**src/rtl/core/rfc3339_timestamp_to_epoch_ns_top_assert.svh**
```systemverilog
// Assertion macros for the timestamp-to-epoch block.
// Used by the top level; relies on clk and rst being in scope.
`ifndef RFC3339_TIMESTAMP_TO_EPOCH_NS_TOP_ASSERT_SVH
`define RFC3339_TIMESTAMP_TO_EPOCH_NS_TOP_ASSERT_SVH

// Same-cycle implication, disabled during reset.
`define TS_ASSERT_IMP(label, ante, cons, msg) \
  label: assert property (@(posedge clk) disable iff (rst) (ante) |-> (cons)) \
    else $error(msg);

// Next-cycle implication, disabled during reset.
`define TS_ASSERT_NEXT(label, ante, cons, msg) \
  label: assert property (@(posedge clk) disable iff (rst) (ante) |=> (cons)) \
    else $error(msg);

`endif

```
**src/rtl/core/rfc_ts_pkg.sv**
```systemverilog
// Shared types, constants and small functions for the timestamp-to-epoch block.
// No dependencies.
package rfc_ts_pkg;

  // Channel payloads
  typedef struct packed {
    logic [7:0] char_code;
    logic       last_char;
  } char_item_t;

  typedef struct packed {
    logic [62:0] epoch_ns;
    logic        parse_ok;
  } ts_item_t;

  // Parsed fields of one text, handed from parser to converter
  typedef struct packed {
    logic [13:0] year;
    logic [3:0]  month;
    logic [4:0]  day;
    logic [4:0]  hour;
    logic [5:0]  minute;
    logic [5:0]  second;
    logic [29:0] frac;
    logic [3:0]  frac_count;
    logic        ok;
  } ts_fields_t;

  localparam int unsigned FRAC_DIGITS_DEF = 9;
  localparam int unsigned QUEUE_DEPTH     = 2;

  localparam logic [4:0]  DATE_LEN    = 5'd19;
  localparam logic [4:0]  POS_FRAC    = 5'd19;
  localparam logic [4:0]  POS_PAST    = 5'd20;
  localparam logic [13:0] EPOCH_YEAR  = 14'd1970;
  localparam logic [11:0] LEAPS_1969  = 12'd477;
  localparam logic [29:0] NS_PER_SEC  = 30'd1000000000;
  localparam logic [16:0] SEC_PER_DAY = 17'd86400;

  // Reciprocal for division by 100 on 14-bit values
  localparam logic [12:0] DIV100_MUL   = 13'd5243;
  localparam int unsigned DIV100_SHIFT = 19;

  // Character codes
  localparam logic [7:0] CH_ZERO  = 8'h30;
  localparam logic [7:0] CH_NINE  = 8'h39;
  localparam logic [7:0] CH_DASH  = 8'h2D;
  localparam logic [7:0] CH_T     = 8'h54;
  localparam logic [7:0] CH_COLON = 8'h3A;
  localparam logic [7:0] CH_DOT   = 8'h2E;

  function automatic logic is_digit(input logic [7:0] c);
    return (c >= CH_ZERO) && (c <= CH_NINE);
  endfunction

  // Days before the first of the month (non-leap year)
  function automatic logic [8:0] cum_days(input logic [3:0] month);
    logic [8:0] d;
    case (month)
      4'd2:    d = 9'd31;
      4'd3:    d = 9'd59;
      4'd4:    d = 9'd90;
      4'd5:    d = 9'd120;
      4'd6:    d = 9'd151;
      4'd7:    d = 9'd181;
      4'd8:    d = 9'd212;
      4'd9:    d = 9'd243;
      4'd10:   d = 9'd273;
      4'd11:   d = 9'd304;
      4'd12:   d = 9'd334;
      default: d = 9'd0;
    endcase
    return d;
  endfunction

  // Padding factor for a fraction
  function automatic logic [29:0] pow10(input logic [3:0] k);
    logic [29:0] p;
    case (k)
      4'd1:    p = 30'd10;
      4'd2:    p = 30'd100;
      4'd3:    p = 30'd1000;
      4'd4:    p = 30'd10000;
      4'd5:    p = 30'd100000;
      4'd6:    p = 30'd1000000;
      4'd7:    p = 30'd10000000;
      4'd8:    p = 30'd100000000;
      4'd9:    p = 30'd1000000000;
      default: p = 30'd1;
    endcase
    return p;
  endfunction

endpackage

```
**src/rtl/core/rfc_ts_front.sv**
```systemverilog
// Character parser: checks the date-time form and collects fields.
// Depends on rfc_ts_pkg; pushes one field record per text into the queue.
module rfc_ts_front #(
  parameter int unsigned FRACTION_DIGITS = rfc_ts_pkg::FRAC_DIGITS_DEF
) (
  input  logic                    clk,
  input  logic                    rst,
  input  logic                    char_valid,
  output logic                    char_ready,
  input  rfc_ts_pkg::char_item_t  char_data,
  input  logic                    q_full,
  output logic                    q_push,
  output rfc_ts_pkg::ts_fields_t  q_rec
);
  import rfc_ts_pkg::*;

  localparam logic [3:0] FD_MAX = 4'(FRACTION_DIGITS);

  logic [4:0]  pos,      pos_next;
  logic [13:0] year,     year_next;
  logic [3:0]  month,    month_next;
  logic [4:0]  day,      day_next;
  logic [4:0]  hour,     hour_next;
  logic [5:0]  minute,   minute_next;
  logic [5:0]  second,   second_next;
  logic [29:0] frac,     frac_next;
  logic [3:0]  fcount,   fcount_next;
  logic        factive,  factive_next;
  logic        fclosed,  fclosed_next;
  logic        fmt_err,  fmt_err_next;

  logic [7:0]  c;
  logic        dig;
  logic [3:0]  d;
  logic [6:0]  two_val;
  logic [17:0] year_mac;
  logic [33:0] frac_mac;
  logic        accept;

  assign c          = char_data.char_code;
  assign dig        = is_digit(c);
  assign d          = c[3:0];
  assign char_ready = !q_full;
  assign accept     = char_valid && char_ready;
  assign q_push     = accept && char_data.last_char;

  // Next parser state for the current character
  always_comb begin
    pos_next     = (pos < POS_PAST) ? pos + 5'd1 : pos;
    year_next    = year;
    month_next   = month;
    day_next     = day;
    hour_next    = hour;
    minute_next  = minute;
    second_next  = second;
    frac_next    = frac;
    fcount_next  = fcount;
    factive_next = factive;
    fclosed_next = fclosed;
    fmt_err_next = fmt_err;
    year_mac     = 18'(year) * 18'd10 + 18'(d);
    frac_mac     = 34'(frac) * 34'd10 + 34'(d);
    two_val      = 7'd0;

    unique case (pos) inside
      [5'd0:5'd3]: begin
        if (dig) year_next = year_mac[13:0];
        else fmt_err_next = 1'b1;
      end
      5'd4, 5'd7: begin
        if (c != CH_DASH) fmt_err_next = 1'b1;
      end
      5'd10: begin
        if (c != CH_T) fmt_err_next = 1'b1;
      end
      5'd13, 5'd16: begin
        if (c != CH_COLON) fmt_err_next = 1'b1;
      end
      5'd5, 5'd8, 5'd11, 5'd14, 5'd17: begin
        // tens digit of a two-digit field
        if (!dig) fmt_err_next = 1'b1;
        else begin
          case (pos)
            5'd5:    month_next  = d;
            5'd8:    day_next    = 5'(d);
            5'd11:   hour_next   = 5'(d);
            5'd14:   minute_next = 6'(d);
            default: second_next = 6'(d);
          endcase
        end
      end
      5'd6: begin
        two_val = 7'(month) * 7'd10 + 7'(d);
        if (!dig || two_val < 7'd1 || two_val > 7'd12) fmt_err_next = 1'b1;
        else month_next = two_val[3:0];
      end
      5'd9: begin
        two_val = 7'(day) * 7'd10 + 7'(d);
        if (!dig || two_val < 7'd1 || two_val > 7'd31) fmt_err_next = 1'b1;
        else day_next = two_val[4:0];
      end
      5'd12: begin
        two_val = 7'(hour) * 7'd10 + 7'(d);
        if (!dig || two_val > 7'd23) fmt_err_next = 1'b1;
        else hour_next = two_val[4:0];
      end
      5'd15: begin
        two_val = 7'(minute) * 7'd10 + 7'(d);
        if (!dig || two_val > 7'd59) fmt_err_next = 1'b1;
        else minute_next = two_val[5:0];
      end
      5'd18: begin
        two_val = 7'(second) * 7'd10 + 7'(d);
        if (!dig || two_val > 7'd60) fmt_err_next = 1'b1;
        else second_next = two_val[5:0];
      end
      POS_FRAC: begin
        if (c == CH_DOT) factive_next = 1'b1;
        else fclosed_next = 1'b1;
      end
      default: begin
        // fraction digits; anything after the fraction is ignored
        if (factive && !fclosed) begin
          if (dig && fcount < FD_MAX) begin
            frac_next   = frac_mac[29:0];
            fcount_next = fcount + 4'd1;
            if (fcount + 4'd1 >= FD_MAX) fclosed_next = 1'b1;
          end else begin
            fclosed_next = 1'b1;
          end
        end
      end
    endcase
  end

  // Field record for the converter, taken from the post-character state
  always_comb begin
    q_rec.year       = year_next;
    q_rec.month      = month_next;
    q_rec.day        = day_next;
    q_rec.hour       = hour_next;
    q_rec.minute     = minute_next;
    q_rec.second     = second_next;
    q_rec.frac       = frac_next;
    q_rec.frac_count = fcount_next;
    q_rec.ok         = (pos_next >= DATE_LEN) && !fmt_err_next &&
                       (year_next >= EPOCH_YEAR);
  end

  // Parser state; cleared at the end of each text
  always_ff @(posedge clk) begin
    if (rst || q_push) begin
      pos     <= '0;
      year    <= '0;
      month   <= '0;
      day     <= '0;
      hour    <= '0;
      minute  <= '0;
      second  <= '0;
      frac    <= '0;
      fcount  <= '0;
      factive <= 1'b0;
      fclosed <= 1'b0;
      fmt_err <= 1'b0;
    end else if (accept) begin
      pos     <= pos_next;
      year    <= year_next;
      month   <= month_next;
      day     <= day_next;
      hour    <= hour_next;
      minute  <= minute_next;
      second  <= second_next;
      frac    <= frac_next;
      fcount  <= fcount_next;
      factive <= factive_next;
      fclosed <= fclosed_next;
      fmt_err <= fmt_err_next;
    end
  end

endmodule

```
**src/rtl/core/rfc_ts_queue.sv**
```systemverilog
// Short register queue of parsed field records between parser and converter.
// Depends on rfc_ts_pkg.
module rfc_ts_queue (
  input  logic                    clk,
  input  logic                    rst,
  input  logic                    q_push,
  input  rfc_ts_pkg::ts_fields_t  q_rec,
  input  logic                    q_pop,
  output logic                    q_full,
  output logic                    q_empty,
  output rfc_ts_pkg::ts_fields_t  q_head
);
  import rfc_ts_pkg::*;

  localparam int unsigned PTR_W = (QUEUE_DEPTH > 1) ? $clog2(QUEUE_DEPTH) : 1;
  localparam int unsigned CNT_W = $clog2(QUEUE_DEPTH + 1);
  localparam logic [PTR_W-1:0] PTR_LAST = PTR_W'(QUEUE_DEPTH - 1);

  ts_fields_t       slots [QUEUE_DEPTH];
  logic [PTR_W-1:0] wr_ptr;
  logic [PTR_W-1:0] rd_ptr;
  logic [CNT_W-1:0] count;
  logic             do_push;
  logic             do_pop;

  assign q_full  = (count == CNT_W'(QUEUE_DEPTH));
  assign q_empty = (count == '0);
  assign q_head  = slots[rd_ptr];
  assign do_push = q_push && !q_full;
  assign do_pop  = q_pop && !q_empty;

  // Storage
  always_ff @(posedge clk) begin
    if (do_push) slots[wr_ptr] <= q_rec;
  end

  // Pointers and fill count
  always_ff @(posedge clk) begin
    if (rst) begin
      wr_ptr <= '0;
      rd_ptr <= '0;
      count  <= '0;
    end else begin
      if (do_push) wr_ptr <= (wr_ptr == PTR_LAST) ? '0 : wr_ptr + PTR_W'(1);
      if (do_pop)  rd_ptr <= (rd_ptr == PTR_LAST) ? '0 : rd_ptr + PTR_W'(1);
      if (do_push && !do_pop)      count <= count + CNT_W'(1);
      else if (do_pop && !do_push) count <= count - CNT_W'(1);
    end
  end

endmodule

```
**src/rtl/core/rfc_ts_back.sv**
```systemverilog
// Converter: turns one parsed record into nanoseconds since the epoch.
// Depends on rfc_ts_pkg; a sequencer over eight steps, output register at the end.
module rfc_ts_back (
  input  logic                    clk,
  input  logic                    rst,
  input  logic                    q_empty,
  input  rfc_ts_pkg::ts_fields_t  q_head,
  output logic                    q_pop,
  output logic                    ts_valid,
  input  logic                    ts_ready,
  output rfc_ts_pkg::ts_item_t    ts_data
);
  import rfc_ts_pkg::*;

  typedef enum logic [2:0] {
    S_IDLE, S_DIV, S_LEAP, S_DAYS, S_SECS, S_MUL_LO, S_MUL_HI, S_SUM
  } state_t;

  state_t      state;
  ts_fields_t  f;
  logic [13:0] ym1;
  logic [7:0]  q100;
  logic [29:0] frac_ns;
  logic        leap;
  logic [11:0] leaps;
  logic [22:0] yr_days;
  logic [22:0] days;
  logic [38:0] secs;
  logic [49:0] plo;
  logic [48:0] phi;

  logic [26:0] div_prod;
  logic [59:0] pad_prod;
  logic [6:0]  rem100;
  logic [7:0]  q100_p1;
  logic [11:0] leaps_calc;
  logic [22:0] yr_days_calc;
  logic [22:0] days_calc;
  logic [39:0] secs_calc;
  logic [69:0] total;
  logic        out_free;

  assign q_pop    = (state == S_IDLE) && !q_empty;
  assign out_free = !ts_valid || ts_ready;

  // Step arithmetic for the sequencer states
  always_comb begin
    div_prod     = 27'(ym1) * 27'(DIV100_MUL);
    pad_prod     = 60'(f.frac) * 60'(pow10(4'd9 - f.frac_count));
    rem100       = 7'(ym1 - 14'(q100) * 14'd100);
    q100_p1      = q100 + 8'd1;
    leaps_calc   = 12'(ym1 >> 2) - 12'(q100) + 12'(q100 >> 2) - LEAPS_1969;
    yr_days_calc = 23'(f.year - EPOCH_YEAR) * 23'd365;
    days_calc    = yr_days + 23'(leaps) + 23'(cum_days(f.month)) +
                   23'(leap && (f.month > 4'd2)) + 23'(f.day) - 23'd1;
    secs_calc    = 40'(days) * 40'(SEC_PER_DAY) + 40'(f.hour) * 40'd3600 +
                   40'(f.minute) * 40'd60 + 40'(f.second);
    total        = {1'b0, phi, 20'd0} + 70'(plo) + 70'(frac_ns);
  end

  // Sequencer and output register
  always_ff @(posedge clk) begin
    if (rst) begin
      state    <= S_IDLE;
      ts_valid <= 1'b0;
    end else begin
      // drop the item once taken, unless a new one is loaded below
      if (ts_valid && ts_ready && (state != S_SUM)) ts_valid <= 1'b0;
      unique case (state)
        S_IDLE: begin
          if (!q_empty) begin
            f     <= q_head;
            ym1   <= q_head.year - 14'd1;
            state <= S_DIV;
          end
        end
        S_DIV: begin
          q100    <= div_prod[DIV100_SHIFT +: 8];
          frac_ns <= pad_prod[29:0];
          state   <= S_LEAP;
        end
        S_LEAP: begin
          // year divisible by 100 exactly when (year-1) mod 100 is 99
          leap    <= (f.year[1:0] == 2'd0) &&
                     ((rem100 != 7'd99) || (q100_p1[1:0] == 2'd0));
          leaps   <= leaps_calc;
          yr_days <= yr_days_calc;
          state   <= S_DAYS;
        end
        S_DAYS: begin
          days  <= days_calc;
          state <= S_SECS;
        end
        S_SECS: begin
          secs  <= secs_calc[38:0];
          state <= S_MUL_LO;
        end
        S_MUL_LO: begin
          plo   <= 50'(secs[19:0]) * 50'(NS_PER_SEC);
          state <= S_MUL_HI;
        end
        S_MUL_HI: begin
          phi   <= 49'(secs[38:20]) * 49'(NS_PER_SEC);
          state <= S_SUM;
        end
        S_SUM: begin
          if (out_free) begin
            ts_valid         <= 1'b1;
            ts_data.parse_ok <= f.ok;
            if (!f.ok)                    ts_data.epoch_ns <= '0;
            else if (total[69:63] != '0)  ts_data.epoch_ns <= '1;
            else                          ts_data.epoch_ns <= total[62:0];
            state <= S_IDLE;
          end
        end
        default: state <= S_IDLE;
      endcase
    end
  end

endmodule

```
**src/rtl/core/rfc3339_timestamp_to_epoch_ns_top.sv**
```systemverilog
// Timestamp text to epoch nanoseconds. Characters of a YYYY-MM-DDTHH:MM:SS[.fff]
// text enter one per cycle on the char channel; the character flagged last_char
// ends the text and yields exactly one result on the ts channel: epoch_ns
// (saturated at 2^63-1) and parse_ok, with epoch_ns zero when parse_ok is low.
// The parser takes a character every cycle while the record queue has room.
// Each text then holds the converter for the pop in S_IDLE and seven steps,
// the last of which loads the output register once the ts channel is free;
// the converter can work on the next record while a result waits there.
// A 2-entry record queue sits between parser and converter; it fills and
// stalls input when texts arrive faster than the converter finishes them,
// or when the ts channel is held off.
`include "rfc3339_timestamp_to_epoch_ns_top_assert.svh"

module rfc3339_timestamp_to_epoch_ns_top #(
  parameter int unsigned FRACTION_DIGITS = rfc_ts_pkg::FRAC_DIGITS_DEF
) (
  input  logic                    clk,
  input  logic                    rst,
  input  logic                    char_valid,
  output logic                    char_ready,
  input  rfc_ts_pkg::char_item_t  char_data,
  output logic                    ts_valid,
  input  logic                    ts_ready,
  output rfc_ts_pkg::ts_item_t    ts_data
);
  import rfc_ts_pkg::*;

  logic       q_push;
  logic       q_pop;
  logic       q_full;
  logic       q_empty;
  ts_fields_t q_rec;
  ts_fields_t q_head;

  // Parser
  rfc_ts_front #(
    .FRACTION_DIGITS(FRACTION_DIGITS)
  ) u_front (
    .clk        (clk),
    .rst        (rst),
    .char_valid (char_valid),
    .char_ready (char_ready),
    .char_data  (char_data),
    .q_full     (q_full),
    .q_push     (q_push),
    .q_rec      (q_rec)
  );

  // Record queue
  rfc_ts_queue u_queue (
    .clk     (clk),
    .rst     (rst),
    .q_push  (q_push),
    .q_rec   (q_rec),
    .q_pop   (q_pop),
    .q_full  (q_full),
    .q_empty (q_empty),
    .q_head  (q_head)
  );

  // Converter
  rfc_ts_back u_back (
    .clk      (clk),
    .rst      (rst),
    .q_empty  (q_empty),
    .q_head   (q_head),
    .q_pop    (q_pop),
    .ts_valid (ts_valid),
    .ts_ready (ts_ready),
    .ts_data  (ts_data)
  );

  // Checks
  `TS_ASSERT_IMP(a_zero_on_fail, ts_valid && !ts_data.parse_ok, ts_data.epoch_ns == '0, "failed parse gives nonzero epoch")
  `TS_ASSERT_IMP(a_no_push_full, q_push, !q_full, "record pushed into full queue")
  `TS_ASSERT_NEXT(a_push_lands, q_push && q_empty, !q_empty, "pushed record lost")

endmodule

```
**config.mk**
```make
export PLATFORM = sky130hd
export DESIGN_NAME = rfc3339_timestamp_to_epoch_ns_top
export DESIGN_NICKNAME = d
export VERILOG_FILES = /design/src/rtl/core/rfc_ts_pkg.sv /design/src/rtl/core/rfc_ts_front.sv /design/src/rtl/core/rfc_ts_queue.sv /design/src/rtl/core/rfc_ts_back.sv /design/src/rtl/core/rfc3339_timestamp_to_epoch_ns_top.sv
export VERILOG_INCLUDE_DIRS = /design/src /design/src/rtl/core
export SDC_FILE = /design/constraint.sdc
export NUM_CORES = 2
export LEC_CHECK = 0
export BUFFER_PORTS_ARGS = -buffer_cell sky130_fd_sc_hd__buf_4
export CAP_MARGIN = 25
export CELL_PAD_IN_SITES_DETAIL_PLACEMENT = 0
export CELL_PAD_IN_SITES_GLOBAL_PLACEMENT = 2
export CORE_MARGIN = 5
export CORE_UTILIZATION = 44
export DETAILED_ROUTE_END_ITERATION = 8
export GPL_ROUTABILITY_DRIVEN = 0
export PLACE_DENSITY = 0.9
export SLEW_MARGIN = 30
export SYNTH_ARGS = -nofsm -noshare
export SYNTH_HDL_FRONTEND = slang
export SYNTH_SLANG_ARGS = --single-unit
```
**constraint.sdc**
```tcl
create_clock -name clk -period 12.41 [get_ports clk]
set_input_delay 1.8615 -clock clk [delete_from_list [all_inputs] [get_ports clk]]
set_output_delay 1.8615 -clock clk [all_outputs]
set_load 0.02 [all_outputs]
```
==> impl_metrics.yaml <==
logic_synthesis:
  synth_flop_cell: "edfxtp_1"
  yosys.area.top_type: "fa_1"
  synth_cell_types: 87
  ys_ff_latch: 620
  synth_fp_nets: 9307
  yosys-top-cells-count: "inv_1, ha_1, fa_1"
  synth_area_um2: 74400
  synth_edf_count: 520
  synth_top_cell_area_share_pct: 24.7
  avgSynthCellArea_um2: 10.2
  yosysSeqAreaShare_pct: 23.7
  ys_async_sr_fraction_pct: 0
  yosysMostFrequentCell: "inv_1"
  ys_warn_count: 0
  syn_inst: 7289
  netlist_top_cells_area: "fa_1, edfxtp_1, ha_1"
clock_network:
  cts_max_path_buffers: 3
  clk_pin_slew_ns: 0.07
  postCtsSetupBuffers: 0
  cts-root-buf: "clkbuf_16"
  cts_num_sinks: 620
  htreeDepth: 3
  cts_resized: 0
  cts_hold_buffers: 0
  cts_buffers: 75
  cts_tree: "built"
  clock_latency_ns: 0.66
timing:
  worstMarginPinSlew_ns: 0.968
  relSlewSlack_pct: 35.2
  rsz0062_at_grt: "no"
  fin_tns_setup_ns: 0
  fin_skew_ns: 0.0296
  finalCritPeriodShare_pct: 77.5
  drv_slew: 0
  holdWs_ns: 0.428
  max_freq_ghz: 0.104
  period_minus_slack_ns: 9.61
  hold_violations: 0
  setup_viol: 0
floorplanning:
  start_util_pct: 44.1
  die_x_um: 421
  design.core.area_um2: 169000
  die_height_um: 421
  fp-row-count: 151
  io_pins: 79
  die_area_um2: 177000
global_route:
  grt_max_degree: 76
  antenna_found_initial: 8
  track_usage_pct: 19.1
  grt_first_pass_wirelength_mm: 277
  grt_pass1_vias: 52100
  grt-ovfl-total: 0
setup_path:
  reg2reg_from: "u_back.f[2]"
  crit_top_cell: "fa_1"
  critPathCaptureType: "register"
  reg2reg_to: "u_back.frac_ns[29]"
  crit_path_start_kind: "register"
  critical_path.max_fanout: 22
  worst-endpoint-arrival_ns: 10.01
  cp_data_required_time_ns: 12.81
  critPathKind: "reg2reg"
  r2r_slack_ns: 2.80
  cp_slowest_stage_delay_ns: 0.56
  rr_worst_depth: 33
  critPathSlowestCell: "fa_1"
place:
  io_buffers: 78
  place_hpwl_mm: 136
hold_path:
  hold_path_class: "reg2reg"
  worstHoldStart: "u_back.f[35]"
  hold-path-cell-count: 0
  min_to: "u_back.secs[0]"
detailed_routing:
  drt_iter0_drc: 2409
  drt-total-wl_mm: 167
  viasPerCell: 5.08
  wl_per_cell_um: 17.3
  antenna_left: 0
  firstDrtPassIters: 5
  drc: 0
  vias: 48800
run:
  drv_cap: 0
layout:
  area_delta_synth_final_pct: 7.73
  drive_above_1_share_pct: 5.27
  nNetsFinal: 9349
status:
  status: "finished, final reports clean"
==> stage by stage <==
step           utilization, %  worst slack [ns]  area (µm²)  instances
2_1_floorplan               -              3.72       74400       7289
3_3_place_gp             46.0              2.98       77500       9470
3_5_place_dp             46.0              2.99       77600       9472
4_1_cts                  47.5              2.95       80100       9612
5_1_grt                  47.5              2.33       80100       9617
6_report                 47.5              2.80       80100       9617
==> layout make-up <==
type | instances | area, µm²
diodes | 5 | 12.5
clock buffers | 90 | 1970
clock inverters | 50 | 512
fillers | 15700 | 88600
inverters | 1541 | 5780
multi-input cells | 4970 | 50500
flip-flops and latches | 620 | 17600
well taps | 2218 | 2780
repair buffers | 123 | 975
==> layer usage <==
metal  vias to the layer above  GRT usage (%)  share of wire (%)  wire length [µm]
met2                       753           32.5                 48             79600
met5                         -              0                  0                 0
met4                         0           4.37                2.0              3410
li1                      23800              -                  -                 -
met3                       196           2.28                3.9              6520
met1                     24100           26.2                 46             77200
==> cell usage in the layout, fill, tap and decap left out, types with 53 or more instances in the layout <==
cell type	Yosys	final
xor2_1	128	127
edfxtp_1	520	520
nor3_1	89	87
buf_4	0	118
fa_1	918	918
o21a_1	109	109
dfxtp_1	100	99
nor2_1	310	307
mux2_2	75	75
a21oi_1	289	289
clkbuf_16	0	75
nand2_1	472	471
and2_1	231	226
nand3_1	67	67
inv_1	1541	1541
a21o_1	112	112
xnor2_1	310	310
o21ai_0	150	149
ha_1	1087	1087
and3_1	55	53
==> critical path, delay by kind of cell, from the launching register on <==
| family | cells | cell delay [ns] |
|---|---|---|
| adder cells (fa/ha/maj) | 10 | 4.52 |
| AO/OA/AOI/OAI | 11 | 2.25 |
| AND/OR/NAND/NOR | 3 | 0.82 |
| buffers and inverters | 7 | 0.66 |
| XOR/XNOR | 2 | 0.60 |
| flip-flops | 1 | 0.46 |
==> state kept, by name, indices dropped and copies added, names as in the netlist, 6 cells and up, named ones only <==
name            cells
u_front.frac       30
u_queue.slots     150
u_back.leaps       12
u_front.second      6
u_front.minute      6
u_back.ts_data     64
u_back.phi         40
u_back.secs        39
u_back.plo         41
u_back.q100         8
u_front.year       14
u_back.ym1         14
u_back.yr_days     23
u_back.days        23
u_back.f           75
u_back.frac_ns     30
==> cell families (layout without fill, tap and decap cells) <==
| family | count (synthesis) | after routing | synth area share [%] |
|---|---|---|---|
| xor gates and xnor gates | 438 | 438 | 5.16 |
| DFF | 620 | 620 | 23.7 |
| and+or+nand+nor | 1467 | 1467 | 9.61 |
| AOI/OAI and AO/OA | 949 | 949 | 8.35 |
| other | 0 | 5 | 0 |
| muxes | 108 | 108 | 1.59 |
| adders and majority gates | 2008 | 2008 | 43.0 |
| buffers and inverters | 1699 | 1804 | 8.58 |
==> worst max-delay path by stage <==
stage | start | to | slack, ns
4_1_cts | u_back.f[2] | u_back.frac_ns[29] | 2.95
3_5_place_dp | u_back.f[2] | u_back.frac_ns[29] | 2.99
2_1_floorplan | u_back.f[2] | u_back.frac_ns[29] | 3.72
5_1_grt | u_back.f[2] | u_back.frac_ns[29] | 2.33
6_report | u_back.f[2] | u_back.frac_ns[29] | 2.80
3_3_place_gp | u_back.f[2] | u_back.frac_ns[29] | 2.98
Power is left out: the tool's default activity adds up to more than one toggle a clock period on the data nets, which glitch-free logic cannot reach.
